## config.mk

```make
export PLATFORM = sky130hd
export DESIGN_NAME = scale_pitch_quantizer
export DESIGN_NICKNAME = d
export VERILOG_FILES = /design/src/rtl/core/spq_pkg.sv /design/src/rtl/core/spq_cfg.sv /design/src/rtl/core/spq_snap.sv /design/src/rtl/core/scale_pitch_quantizer.sv
export SDC_FILE = /design/constraint.sdc
export NUM_CORES = 1
export LEC_CHECK = 0
export BUFFER_PORTS_ARGS = -buffer_cell sky130_fd_sc_hd__buf_2
export CORE_UTILIZATION = 49
export CTS_CLUSTER_DIAMETER = 100
export DETAILED_ROUTE_END_ITERATION = 12
export PLACE_DENSITY = 0.66
export SETUP_SLACK_MARGIN = 0.15
export SKIP_LAST_GASP = 1
export SLEW_MARGIN = 20
export SYNTH_ARGS = -nofsm -noshare
export SYNTH_HDL_FRONTEND = slang
export SYNTH_HIERARCHICAL = 1
export SYNTH_SLANG_ARGS = --single-unit
```

## constraint.sdc

```tcl
create_clock -name aclk -period 25.5 [get_ports aclk]
set_clock_uncertainty 0.05 [all_clocks]
set_input_delay 6.375 -clock aclk [delete_from_list [all_inputs] [get_ports aclk]]
set_output_delay 6.375 -clock aclk [all_outputs]
set_load 0.05 [all_outputs]
```

## src/rtl/core/spq_pkg.sv

```systemverilog
// Scale pitch quantiser package: configuration struct, scale interval masks
// and small arithmetic helpers shared by the quantiser modules.
// No dependencies.
`timescale 1ns / 1ps

package spq_pkg;

    localparam int unsigned PITCH_W   = 7;
    localparam int unsigned CODE_W    = 4;
    localparam int unsigned ROOT_W    = 4;
    localparam int unsigned CFG_IDX_W = 2;
    localparam int unsigned CFG_DAT_W = 4;
    localparam int unsigned NUM_PC    = 12;

    // configuration register indexes
    localparam logic [CFG_IDX_W-1:0] REG_SCALE_SELECT = 2'd0;
    localparam logic [CFG_IDX_W-1:0] REG_ROOT_NOTE    = 2'd1;

    // scale codes
    localparam logic [CODE_W-1:0] SCALE_MAJOR      = 4'd0;
    localparam logic [CODE_W-1:0] SCALE_NAT_MINOR  = 4'd1;
    localparam logic [CODE_W-1:0] SCALE_HARM_MINOR = 4'd2;
    localparam logic [CODE_W-1:0] SCALE_DORIAN     = 4'd3;
    localparam logic [CODE_W-1:0] SCALE_PHRYGIAN   = 4'd4;
    localparam logic [CODE_W-1:0] SCALE_LYDIAN     = 4'd5;
    localparam logic [CODE_W-1:0] SCALE_MIXOLYDIAN = 4'd6;
    localparam logic [CODE_W-1:0] SCALE_LOCRIAN    = 4'd7;
    localparam logic [CODE_W-1:0] SCALE_MAJ_PENTA  = 4'd8;
    localparam logic [CODE_W-1:0] SCALE_MIN_PENTA  = 4'd9;
    localparam logic [CODE_W-1:0] SCALE_CHROMATIC  = 4'd10;
    localparam logic [CODE_W-1:0] SCALE_WHOLE_TONE = 4'd11;

    // interval masks: bit t set when the tone t semitones above the root is in the scale
    localparam logic [NUM_PC-1:0] MASK_MAJOR      = 12'hAB5;
    localparam logic [NUM_PC-1:0] MASK_NAT_MINOR  = 12'h5AD;
    localparam logic [NUM_PC-1:0] MASK_HARM_MINOR = 12'h9AD;
    localparam logic [NUM_PC-1:0] MASK_DORIAN     = 12'h6AD;
    localparam logic [NUM_PC-1:0] MASK_PHRYGIAN   = 12'h5AB;
    localparam logic [NUM_PC-1:0] MASK_LYDIAN     = 12'hAD5;
    localparam logic [NUM_PC-1:0] MASK_MIXOLYDIAN = 12'h6B5;
    localparam logic [NUM_PC-1:0] MASK_LOCRIAN    = 12'h56B;
    localparam logic [NUM_PC-1:0] MASK_MAJ_PENTA  = 12'h295;
    localparam logic [NUM_PC-1:0] MASK_MIN_PENTA  = 12'h4A9;
    localparam logic [NUM_PC-1:0] MASK_CHROMATIC  = 12'hFFF;
    localparam logic [NUM_PC-1:0] MASK_WHOLE_TONE = 12'h555;

    typedef struct packed {
        logic [CODE_W-1:0] scale_select;
        logic [ROOT_W-1:0] root_note;
    } spq_cfg_t;

    function automatic logic [NUM_PC-1:0] scale_mask(input logic [CODE_W-1:0] code);
        logic [NUM_PC-1:0] m;
        case (code)
            SCALE_MAJOR:      m = MASK_MAJOR;
            SCALE_NAT_MINOR:  m = MASK_NAT_MINOR;
            SCALE_HARM_MINOR: m = MASK_HARM_MINOR;
            SCALE_DORIAN:     m = MASK_DORIAN;
            SCALE_PHRYGIAN:   m = MASK_PHRYGIAN;
            SCALE_LYDIAN:     m = MASK_LYDIAN;
            SCALE_MIXOLYDIAN: m = MASK_MIXOLYDIAN;
            SCALE_LOCRIAN:    m = MASK_LOCRIAN;
            SCALE_MAJ_PENTA:  m = MASK_MAJ_PENTA;
            SCALE_MIN_PENTA:  m = MASK_MIN_PENTA;
            SCALE_CHROMATIC:  m = MASK_CHROMATIC;
            SCALE_WHOLE_TONE: m = MASK_WHOLE_TONE;
            default:          m = MASK_CHROMATIC;
        endcase
        return m;
    endfunction

    // reduce a value below 48 modulo twelve by compare and subtract
    function automatic logic [3:0] mod12(input logic [5:0] v);
        logic [5:0] r;
        r = v;
        if (r >= 6'd24) begin
            r = r - 6'd24;
        end
        if (r >= 6'd12) begin
            r = r - 6'd12;
        end
        return r[3:0];
    endfunction

    // octave of a 0..127 pitch: multiply by 43/512, exact over that range
    function automatic logic [3:0] octave_of(input logic [PITCH_W-1:0] p);
        logic [13:0] prod;
        prod = 14'(p) * 14'd43;
        return prod[12:9];
    endfunction

endpackage

```

## src/rtl/core/spq_cfg.sv

```systemverilog
// Scale pitch quantiser configuration registers (scale code and root).
// Depends on spq_pkg.
`timescale 1ns / 1ps

module spq_cfg (
    input  logic                          aclk,
    input  logic                          aresetn,
    input  logic                          cfg_valid,
    output logic                          cfg_ready,
    input  logic [spq_pkg::CFG_IDX_W-1:0] cfg_index,
    input  logic [spq_pkg::CFG_DAT_W-1:0] cfg_data,
    output spq_pkg::spq_cfg_t             cfg
);

    logic [spq_pkg::CODE_W-1:0] scale_select_reg, scale_select_next;
    logic [spq_pkg::ROOT_W-1:0] root_note_reg, root_note_next;

    assign cfg_ready = 1'b1;

    always_comb begin
        scale_select_next = scale_select_reg;
        root_note_next    = root_note_reg;
        if (cfg_valid) begin
            case (cfg_index)
                spq_pkg::REG_SCALE_SELECT: scale_select_next = cfg_data;
                spq_pkg::REG_ROOT_NOTE:    root_note_next    = cfg_data;
                default: ; // drop writes to unused indexes
            endcase
        end
    end

    always_ff @(posedge aclk) begin
        if (!aresetn) begin
            scale_select_reg <= '0;
            root_note_reg    <= '0;
        end else begin
            scale_select_reg <= scale_select_next;
            root_note_reg    <= root_note_next;
        end
    end

    assign cfg.scale_select = scale_select_reg;
    assign cfg.root_note    = root_note_reg;

endmodule

```

## src/rtl/core/spq_snap.sv

```systemverilog
// Scale pitch quantiser snapping logic: nearest in-scale pitch to a clamped
// pitch, ties to the lower one. Combinational. Depends on spq_pkg.
`timescale 1ns / 1ps

module spq_snap (
    input  logic [spq_pkg::PITCH_W-1:0] pitch,
    input  spq_pkg::spq_cfg_t           cfg,
    output logic [spq_pkg::PITCH_W-1:0] note
);

    // offsets stored as distance + 2, in order of preference: 0, -1, +1, -2, +2.
    // No scale has a gap wider than three semitones, so the winner is always
    // within two of the pitch.
    localparam int unsigned NUM_TRY = 5;
    localparam logic [2:0] TRY_OFF [NUM_TRY] = '{3'd2, 3'd1, 3'd3, 3'd0, 3'd4};

    logic [spq_pkg::NUM_PC-1:0] smask;
    logic [spq_pkg::ROOT_W-1:0] root;
    logic [3:0]                 oct;
    logic [spq_pkg::PITCH_W-1:0] oct_base;
    logic [3:0]                 pc;
    logic [NUM_TRY-1:0]         hit;
    logic [7:0]                 cand2 [NUM_TRY];

    assign smask    = spq_pkg::scale_mask(cfg.scale_select);
    assign root     = (cfg.root_note >= 4'd12) ? cfg.root_note - 4'd12 : cfg.root_note;
    assign oct      = spq_pkg::octave_of(pitch);
    assign oct_base = 7'(oct * 7'd12);
    assign pc       = 4'(pitch - oct_base);

    always_comb begin
        for (int i = 0; i < NUM_TRY; i++) begin
            logic [5:0] rel;
            logic [4:0] lo_chk;
            cand2[i] = 8'(pitch) + 8'(TRY_OFF[i]);
            rel      = 6'(pc) + 6'(TRY_OFF[i]) + 6'd22 - 6'(root);
            lo_chk   = 5'(pc) + 5'(TRY_OFF[i]) + 5'd10;
            // in range, not below the lowest octave searched, and in the scale
            hit[i] = (cand2[i] >= 8'd2) && (cand2[i] <= 8'd129)
                  && (lo_chk >= 5'(root))
                  && smask[spq_pkg::mod12(rel)];
        end
    end

    always_comb begin
        note = pitch;
        for (int i = NUM_TRY - 1; i >= 0; i--) begin
            if (hit[i]) begin
                note = 7'(cand2[i] - 8'd2);
            end
        end
    end

endmodule

```

## src/rtl/core/scale_pitch_quantizer.sv

```systemverilog
// Scale pitch quantiser top level: input register, snapping logic, result register.
// Depends on spq_pkg, spq_cfg and spq_snap.
`timescale 1ns / 1ps

// Snaps each incoming note to the nearest pitch of the configured scale,
// transposed by the root; ties go to the lower pitch and the input is clamped
// to 0..127 first. One note is accepted every clock cycle unless both the
// input register and the result register hold a note and m_ready is low.
// Each note passes through the input register and then the result register,
// which presents it on m_valid. A held result does not stop the input register
// from taking a request while it is empty. Configuration writes complete in
// the cycle they are presented (cfg_ready is always high); write them only
// while no note is in flight. Scale codes 12 to 15 act as chromatic and root
// values 12 to 15 wrap modulo twelve.

module scale_pitch_quantizer (
    input  logic                          aclk,
    input  logic                          aresetn,
    input  logic                          s_valid,
    output logic                          s_ready,
    input  logic signed [8:0]             s_note_in,
    output logic                          m_valid,
    input  logic                          m_ready,
    output logic [6:0]                    m_note_out,
    input  logic                          cfg_valid,
    output logic                          cfg_ready,
    input  logic [spq_pkg::CFG_IDX_W-1:0] cfg_index,
    input  logic [spq_pkg::CFG_DAT_W-1:0] cfg_data
);

    spq_pkg::spq_cfg_t cfg;

    logic                         in_valid_reg, in_valid_next;
    logic [spq_pkg::PITCH_W-1:0]  pitch_reg, pitch_next;
    logic                         m_valid_reg, m_valid_next;
    logic [spq_pkg::PITCH_W-1:0]  note_reg, note_next;
    logic [spq_pkg::PITCH_W-1:0]  snapped;
    logic                         out_adv;
    logic [spq_pkg::PITCH_W-1:0]  clamped;

    spq_cfg u_cfg (
        .aclk      (aclk),
        .aresetn   (aresetn),
        .cfg_valid (cfg_valid),
        .cfg_ready (cfg_ready),
        .cfg_index (cfg_index),
        .cfg_data  (cfg_data),
        .cfg       (cfg)
    );

    spq_snap u_snap (
        .pitch (pitch_reg),
        .cfg   (cfg),
        .note  (snapped)
    );

    // clamp to 0..127: negative gives 0, bit 7 set gives 127
    assign clamped = s_note_in[8] ? 7'd0 : (s_note_in[7] ? 7'd127 : s_note_in[6:0]);

    assign out_adv = !m_valid_reg || m_ready;
    assign s_ready = !in_valid_reg || out_adv;

    always_comb begin
        in_valid_next = in_valid_reg;
        pitch_next    = pitch_reg;
        m_valid_next  = m_valid_reg;
        note_next     = note_reg;
        if (s_ready) begin
            in_valid_next = s_valid;
            pitch_next    = clamped;
        end
        if (out_adv) begin
            m_valid_next = in_valid_reg;
            note_next    = snapped;
        end
    end

    always_ff @(posedge aclk) begin
        if (!aresetn) begin
            in_valid_reg <= 1'b0;
            m_valid_reg  <= 1'b0;
        end else begin
            in_valid_reg <= in_valid_next;
            m_valid_reg  <= m_valid_next;
        end
        pitch_reg <= pitch_next;
        note_reg  <= note_next;
    end

    assign m_valid    = m_valid_reg;
    assign m_note_out = note_reg;

    // input side only stalls when both stages hold a request
    a_stall_full: assert property (@(posedge aclk) disable iff (!aresetn)
        !s_ready |-> (in_valid_reg && m_valid_reg))
        else $error("input stalled with a free stage");

    // result never lies more than two semitones from the clamped pitch
    a_near: assert property (@(posedge aclk) disable iff (!aresetn)
        (out_adv && in_valid_reg) |=>
            ((8'(note_reg) + 8'd2 >= 8'($past(pitch_reg)))
             && (8'(note_reg) <= 8'($past(pitch_reg)) + 8'd2)))
        else $error("snapped note too far from input");

    // chromatic scale, and scale codes 12 to 15, pass the clamped pitch through
    a_chromatic: assert property (@(posedge aclk) disable iff (!aresetn)
        (out_adv && in_valid_reg
         && (cfg.scale_select == spq_pkg::SCALE_CHROMATIC
             || cfg.scale_select >= 4'd12)) |=>
            (note_reg == $past(pitch_reg)))
        else $error("chromatic scale altered the pitch");

endmodule

```

==> reports/metrics.yaml, run 1 <==
syn_area_per_cell_um2: 8.128
r2r_cells: 33
wl_met1_um: 6780
grt_use_total_pct: 23.47
post_cts_resized: 0
start_util_pct: 50.96
drt_iter0_markers: 399
status: "completed"
drive_gt1_share_pct: 9.280
worstHoldStart: "u_cfg/root_note_reg[3]"
wirelength_um: 14700
cp_max_fo: 8
worstSetupStartpointType: "input pin"
synthFlopType: "edfxtp_1"
ys_types: 92
grt_pass1_vias: 5018
cts_tree: "yes"
ff2ff_setup_slack_ns: 15.95
crit_type: "input pin to output port"
seq_area_frac_synth_pct: 10.53
synth_top_area_share_pct: 19.96
core_area_um2: 11560
area_growth_pct: 3.822
io_buffer_count: 28
overflow: 0
holdPathEnd: "u_cfg/root_note_reg[3]"
cts_setup_buffers: 0
fmax_mhz: 73.89
fp.dieW_um: 111.7
top_layer: "met4"
layout.nets: 849
hold_buffers: 0
clock_path_buffers: 2
cts_buffers: 3
tightest_slew_ns: 1.093
r2r_start: "pitch_reg[5]"
slew_headroom_pct: 27.10
rsz0062_at_grt: "no"
routed-via-count: 5299
setup.worst_path.end_class: "output port"
antenna_cells: 0
async_flop_share_pct: 0
post-route-min-period_ns: 13.53
root_buffer: "clkbuf_16"
hold_depth: 2
arrival_ns: 7.11
wl_met2_um: 7432
synthTopCellsByArea: "ha_1 20%, edfxtp_1 7.1%, xnor2_1 6.2%, fa_1 4.1%, inv_1 3.9%"
die_height_um: 111.7
finalSetupViolations: 0
drc_errors: 0
grt_pass1_wl_um: 24150
clk_pin_slew_ns: 0.06
ant_nets: 0
setup-tns-final_ns: 0
ys_warn_count: 6
grt_max_degree: 34
fill_cells: 1110
slew_viol_final: 0
antenna_found_initial: 0
htree_num_levels: 1
synth_common_cells: "94 x ha_1, 62 x inv_1, 54 x nand2_1, 54 x nor2_1, 42 x xnor2_1"
clk_latency_ns: 0.25
ys_ff_latch: 24
drtPass1Iterations: 4
synthMostInstantiatedCell: "ha_1"
numClockSinks: 24
wl_met3_um: 398
drv_cap: 0
crit_required_ns: 19.08
dp_hpwl_um: 11510
die_area_um2: 12470
worstReg2RegEnd: "m_note_out[3]"
finalHoldViolCount: 0
routedWlPerCell_um: 17.00
timing.final.crit_share_pct: 53.07
io_pins: 30
fp-row-count: 39
hp-class: "flip-flop to flip-flop"
synth_cells: 725
synth_edf_count: 14
syn_nets: 851
yosysTopAreaCell: "ha_1"
syn_area_um2: 5893
vias_per_cell: 6.126
place.gp.congestion: 0.9123
-- routing by layer --
metal  GRT usage, %  vias to the layer above
met5              0                        -
met4          3.153                        0
met1          31.11                     2565
met3         0.8710                       10
met2          43.06                      121
li1               -                     2603
-- logic make-up after synthesis --
logic type / after synthesis / share of synthesized area, %
AND/OR/NAND/NOR: 232 / 20.89
AO/OA/AOI/OAI: 177 / 22.70
adder cells (fa/ha/maj): 106 / 24.03
buffers and inverters: 100 / 7.643
XOR/XNOR: 63 / 9.724
flip-flops: 24 / 10.53
multiplexers: 22 / 4.416
other: 1 / 0.06363
-- area by class of cell --
class	count	area (µm²)	area share, %
Timing Repair Buffer	29	147.6	2.413
Multi-Input combinational cell	601	4831	78.96
Inverter	64	240.2	3.926
Tap cell	143	178.9	2.924
Sequential cell	24	620.6	10.14
Clock buffer	4	100.1	1.636
-- worst max path at each step --
stage	start	depth (start not counted)	endpoint	slack (ns)
2_1_floorplan	m_ready	2	s_ready	12.18
3_3_place_gp	m_ready	4	s_ready	11.98
3_5_place_dp	m_ready	4	s_ready	11.95
4_1_cts	m_ready	4	s_ready	11.95
5_1_grt	m_ready	4	s_ready	11.87
6_report	m_ready	4	s_ready	11.97
-- metrics by stage --
| step | hold WS [ns] | instances | area (µm²) | worst slack (ns) | util (%) |
|---|---|---|---|---|---|
| 4_1_cts | 0.4341 | 865 | 6110 | 11.95 | 52.83 |
| 3_5_place_dp | 0.4205 | 861 | 6010 | 11.95 | 51.96 |
| 3_3_place_gp | 0.4167 | 861 | 6010 | 11.98 | 51.96 |
| 5_1_grt | 0.4621 | 865 | 6118 | 11.87 | 52.90 |
| 6_report | 0.4373 | 865 | 6118 | 11.97 | 52.90 |
| 2_1_floorplan | 0.3970 | 725 | 5893 | 12.18 | - |
-- cells in the final DEF (no fill, tap or decap), types with 6 or more instances in the layout --
master	netlist	routed
nor2_1	54	54
inv_1	62	62
a21oi_1	37	37
mux2i_1	17	17
a31oi_1	10	10
a21o_1	9	9
o211ai_1	12	12
edfxtp_1	14	14
nand3_1	20	20
a211o_1	6	6
xnor2_1	42	42
nand3b_1	10	10
ha_1	94	94
a211oi_1	7	7
and2_1	6	6
dfxtp_1	10	10
o21ai_0	17	17
nand2b_1	10	10
xor2_1	19	19
o21a_1	8	8
nor3_1	16	16
o221ai_1	7	7
buf_2	17	28
fa_1	12	12
o22ai_1	8	8
nor2b_1	19	19
nand2_1	54	54
-- critical path, stage by stage --
cell     delay, ns
buf_2         0.11
nor2b_4       0.13
nand2_1       0.20
buf_2         0.28
Power of run 1 is not shown: default switching activity piles up to over one toggle a cycle in this logic, so the estimate is an artifact.
==> run 2: changes to the inputs <==
==> constraint.sdc (replaced) <==
create_clock -name aclk -period 13.76 [get_ports aclk]
set_clock_uncertainty 0.05 [all_clocks]
set_input_delay 3.44 -clock aclk [delete_from_list [all_inputs] [get_ports aclk]]
set_output_delay 3.44 -clock aclk [all_outputs]
set_load 0.05 [all_outputs]
==> run 2 against run 1 <==
Net effect:
- via count increased by 1.5%
- largest cell class unchanged
- cell count rose by 0.23%
- die area is the same
==> reports/metrics.yaml, run 2 (synthesized netlist as in run 1, its figures left out) <==
slew_viol_final: 0  # unchanged
die_area_um2: 12470  # unchanged
slew_headroom_pct: 33.94  # was 27.10%
io_buffer_count: 28  # unchanged
numClockSinks: 24  # unchanged
place.gp.congestion: 0.8980  # was 0.9123
final_common_cell: "ha_1"  # unchanged
start_util_pct: 50.96  # unchanged
setup.worst_path.end_class: "flip-flop"  # was output port
hold_buffers: 0  # unchanged
slowest_stage: "edfxtp_1"  # was buf_2
arrival_ns: 9.26  # was 7.11 ns
clk_pin_slew_ns: 0.06  # about the same
drt_iter0_markers: 476  # was 399
clk_latency_ns: 0.25  # about the same
core_area_um2: 11560  # unchanged
drive_gt1_share_pct: 9.530  # was 9.280%
rsz0062_at_grt: "no"  # unchanged
io_pins: 30  # unchanged
hp-class: "flip-flop to flip-flop"  # unchanged
fp-row-count: 39  # unchanged
fill_cells: 1092  # was 1,110
drtPass1Iterations: 6  # was 4
cts_buffers: 3  # unchanged
wirelength_um: 15150  # was 14,700 µm
routedWlPerCell_um: 17.47  # was 17.00 µm
layout.nets: 851  # was 849
antenna_found_initial: 0  # unchanged
fmax_mhz: 107.2
clock_path_buffers: 2  # unchanged
timing.final.crit_share_pct: 67.77
routed-via-count: 5377  # was 5,299
cp_max_fo: 30  # was 8
root_buffer: "clkbuf_16"  # unchanged
grt_pass1_vias: 5070  # was 5,018
crit_type: "flip-flop to flip-flop"  # was input pin to output port
drv_cap: 0  # unchanged
crit_required_ns: 13.70  # was 19.08 ns
post_cts_resized: 0  # unchanged
worstSetupStartpointType: "flip-flop"  # was input pin
worst_path_most_repeated_cell: "ha_1"  # was buf_2
vias_per_cell: 6.202  # was 6.126
htree_num_levels: 1  # unchanged
antenna_cells: 0  # unchanged
multi_input_area_um2: 4831  # unchanged
grt_max_degree: 34  # unchanged
setup-tns-final_ns: 0  # unchanged
dp_hpwl_um: 11900  # was 11,510 µm
die_height_um: 111.7  # unchanged
area_growth_pct: 4.076  # was 3.822%
slowest_delay_ns: 0.68  # was 0.28 ns
post-route-min-period_ns: 9.325
drc_errors: 0  # unchanged
cts_tree: "yes"  # unchanged
ant_nets: 0  # unchanged
final_cell_mix: "94 x ha_1, 62 x inv_1, 54 x nand2_1, 54 x nor2_1, 42 x xnor2_1"  # unchanged
finalSetupViolations: 0  # unchanged
ff2ff_setup_slack_ns: 4.43  # was 15.95 ns
finalHoldViolCount: 0  # unchanged
overflow: 0  # unchanged
seq_area_um2: 620.6  # unchanged
status: "completed"  # unchanged
grt_pass1_wl_um: 24780  # was 24,150 µm
fp.dieW_um: 111.7  # unchanged
cts_setup_buffers: 0  # unchanged
grt_use_total_pct: 24.03  # was 23.47%
tightest_slew_ns: 0.9909  # was 1.093 ns
==> run 2: changes by cell type in the layout (fill, tap and decap cells not counted) <==
cell / delta
buf_4: +2
==> run 2: final timing paths <==
path	start	endpoint	depth (start not counted)
worst max register to register	pitch_reg[5]	m_note_out[3]	33
worst max-delay path	pitch_reg[5]	m_note_out[3]	33
worst min register to register	in_valid_reg	in_valid_reg	2
worst min-delay path	in_valid_reg	in_valid_reg	2
==> run 2: critical path: cells and delay by family (launching register included) <==
family	cells	cell delay [ns]
flops	1	0.68
mux	1	0.38
fa+ha+maj	8	2.83
simple gates	5	0.98
buf+inv	5	0.52
xor+xnor	3	0.76
compound gates	11	2.80
==> run 2: area by class of cell <==
cell class | count | area share (%)
multi-input cells | 601 | 78.76
repair buffers | 31 | 2.652
clock buffers | 4 | 1.632
inverters | 64 | 3.917
well taps | 143 | 2.917
flip-flops and latches | 24 | 10.12
==> run 2: stage by stage <==
stage          setup slack (ns)  instances  hold WS [ns]  util (%)  cell area, µm²
6_report                  4.435        867        0.4316     53.03            6133
5_1_grt                   3.718        867        0.4530     53.03            6133
4_1_cts                   4.502        867        0.4353     52.96            6125
3_5_place_dp              4.556        863        0.4247     52.09            6025
3_3_place_gp              4.816        863        0.4124     52.09            6025
2_1_floorplan             5.723        725        0.3970         -            5893
==> run 2: metal layers <==
layer,track usage [%],routed length [µm]
met1,31.37,6857
met2,42.82,7275
met3,0.9799,618
met4,7.117,399
met5,0,0
Power of run 2 is left out for the same reason.
==> run 3: changes to the inputs <==
--- a/config.mk
+++ b/config.mk
@@ -9,7 +9,7 @@
 export CORE_UTILIZATION = 49
 export CTS_CLUSTER_DIAMETER = 100
 export DETAILED_ROUTE_END_ITERATION = 12
-export PLACE_DENSITY = 0.66
+export PLACE_DENSITY = 0.69
 export SETUP_SLACK_MARGIN = 0.15
 export SKIP_LAST_GASP = 1
 export SLEW_MARGIN = 20
==> constraint.sdc (replaced) <==
create_clock -name aclk -period 8.3 [get_ports aclk]
set_clock_uncertainty 0.05 [all_clocks]
set_input_delay 2.075 -clock aclk [delete_from_list [all_inputs] [get_ports aclk]]
set_output_delay 2.075 -clock aclk [all_outputs]
set_load 0.05 [all_outputs]
==> run 3 against run 2 <==
Net effect:
- die area did not move
- global-route usage rose by 0.61 points
- sequential share of layout area shrank 0.31 points
- worst setup slack got worse by 3.8 ns
- largest cell class unchanged
==> reports/metrics.yaml, run 3 (synthesized netlist as in run 1, its figures left out) <==
final_cell_mix: "93 x ha_1, 62 x inv_1, 54 x nand2_1, 54 x nor2_1, 42 x xnor2_1"  # was 94 x ha_1, 62 x inv_1, 54 x nand2_1, 54 x nor2_1, 42 x xnor2_1
die_area_um2: 12470  # unchanged
dp_hpwl_um: 12230  # was 11,900 µm
fp-row-count: 39  # unchanged
post_cts_resized: 0  # unchanged
htree_num_levels: 1  # unchanged
clk_pin_slew_ns: 0.06  # about the same
seq_area_um2: 620.6  # unchanged
drtPass1Iterations: 5  # was 6
multi_input_area_um2: 4870  # was 4831 µm²
cts_setup_buffers: 0  # unchanged
status: "completed"  # unchanged
wirelength_um: 15460  # was 15,150 µm
place.gp.congestion: 0.9079  # was 0.8980
ff2ff_setup_slack_ns: 0.61  # was 4.43 ns
rsz0062_at_grt: "no"  # unchanged
routedWlPerCell_um: 17.41  # was 17.47 µm
hold_buffers: 0  # unchanged
area_growth_pct: 7.410  # was 4.076%
io_buffer_count: 28  # unchanged
overflow: 0  # unchanged
slowest_delay_ns: 0.51  # was 0.68 ns
setup-tns-final_ns: 0  # unchanged
grt_max_degree: 27  # was 34
slew_headroom_pct: 45.15  # was 33.94%
root_buffer: "clkbuf_16"  # unchanged
cts_buffers: 3  # unchanged
fp.dieW_um: 111.7  # unchanged
worstHoldStart: "u_cfg/root_note_reg[3]"  # was in_valid_reg
timing.final.crit_share_pct: 92.67  # was 67.77%
ant_nets: 0  # unchanged
worst_path_most_repeated_cell: "ha_1"  # unchanged
crit_type: "flip-flop to flip-flop"  # unchanged
io_pins: 30  # unchanged
grt_pass1_wl_um: 25240  # was 24,780 µm
layout.nets: 872  # was 851
routed-via-count: 5442  # was 5,377
antenna_cells: 0  # unchanged
slew_viol_final: 0  # unchanged
r2r_start: "pitch_reg[2]"  # was pitch_reg[5]
fill_cells: 1061  # was 1,092
finalSetupViolations: 0  # unchanged
clock_path_buffers: 2  # unchanged
cp_max_fo: 13  # was 30
hp-class: "flip-flop to flip-flop"  # unchanged
grt_use_total_pct: 24.63  # was 24.03%
post-place-ws_ns: 0.2120  # was 4.556 ns
grt_pass1_vias: 5183  # was 5,070
start_util_pct: 50.96  # unchanged
crit_required_ns: 8.26  # was 13.70 ns
setup.worst_path.end_class: "flip-flop"  # unchanged
setup_slack_ns: 0.6081  # was 4.435 ns
core_area_um2: 11560  # unchanged
tightest_slew_ns: 0.8216  # was 0.9909 ns
clk_latency_ns: 0.26  # was 0.25 ns
hold_depth: 2  # unchanged
vias_per_cell: 6.128  # was 6.202
drv_cap: 0  # unchanged
final_common_cell: "ha_1"  # unchanged
drt_iter0_markers: 400  # was 476
drive_gt1_share_pct: 13.42  # was 9.530%
worstReg2RegEnd: "m_note_out[6]"  # was m_note_out[3]
antenna_found_initial: 0  # unchanged
drc_errors: 0  # unchanged
arrival_ns: 7.66  # was 9.26 ns
finalHoldViolCount: 0  # unchanged
post-route-min-period_ns: 7.692  # was 9.325 ns
worstSetupStartpointType: "flip-flop"  # unchanged
r2r_cells: 34  # was 33
numClockSinks: 24  # unchanged
cts_tree: "yes"  # unchanged
die_height_um: 111.7  # unchanged
holdPathEnd: "u_cfg/root_note_reg[3]"  # was in_valid_reg
slowest_stage: "fa_1"  # was edfxtp_1
fmax_mhz: 130.0  # was 107.2 MHz
[run 3: cell types whose count changed in the layout (fill, tap and decap cells not counted), moves of 2 or more]
cell,before,now
a21oi_2,0,3
o221ai_2,0,2
a21oi_1,37,34
buf_4,3,24
o221ai_1,7,5
[run 3: per-stage QoR]
step | cell area (µm²) | util, % | instances | hold slack [ns]
after floorplan | 5893 | - | 725 | 0.3970
after global placement | 6182 | 53.46 | 884 | 0.4138
after detailed placement | 6182 | 53.46 | 884 | 0.4227
after CTS | 6282 | 54.32 | 888 | 0.4311
after global routing | 6330 | 54.73 | 888 | 0.4383
final | 6330 | 54.73 | 888 | 0.4273
[run 3: area by class of cell]
type | count | area share (%)
clock buffers | 4 | 1.581
inverters | 64 | 3.795
well taps | 143 | 2.827
flip-flops and latches | 24 | 9.804
multi-input cells | 601 | 76.93
repair buffers | 52 | 5.060
[run 3: per-layer routing]
metal	wire length [µm]	vias to the layer above	share of wire (%)	track usage, %
met4	332	0	2.1	6.667
li1	-	2651	-	-
met1	7065	2586	46	32.75
met3	760	27	4.9	1.415
met2	7305	178	47	43.15
met5	0	-	0	0
[run 3: worst max path at each step]
stage,from,cells past startpoint,end,slack [ns]
6_report,pitch_reg[2],34,m_note_out[6],0.61
5_1_grt,pitch_reg[2],34,m_note_out[4],0.14
4_1_cts,pitch_reg[2],32,m_note_out[3],0.17
3_5_place_dp,pitch_reg[2],32,m_note_out[3],0.21
3_3_place_gp,pitch_reg[2],32,m_note_out[3],0.45
2_1_floorplan,pitch_reg[5],39,m_note_out[6],0.26
[run 3: critical path, delay by kind of cell (launching register included)]
family                   cells  cell delay (ns)
AO/OA/AOI/OAI                8             1.91
AND/OR/NAND/NOR              6             0.90
multiplexers                 1             0.19
buffers and inverters        7             0.72
adder cells (fa/ha/maj)      8             2.59
flip-flops                   1             0.40
XOR/XNOR                     4             0.68
Power of run 3 is left out for the same reason.
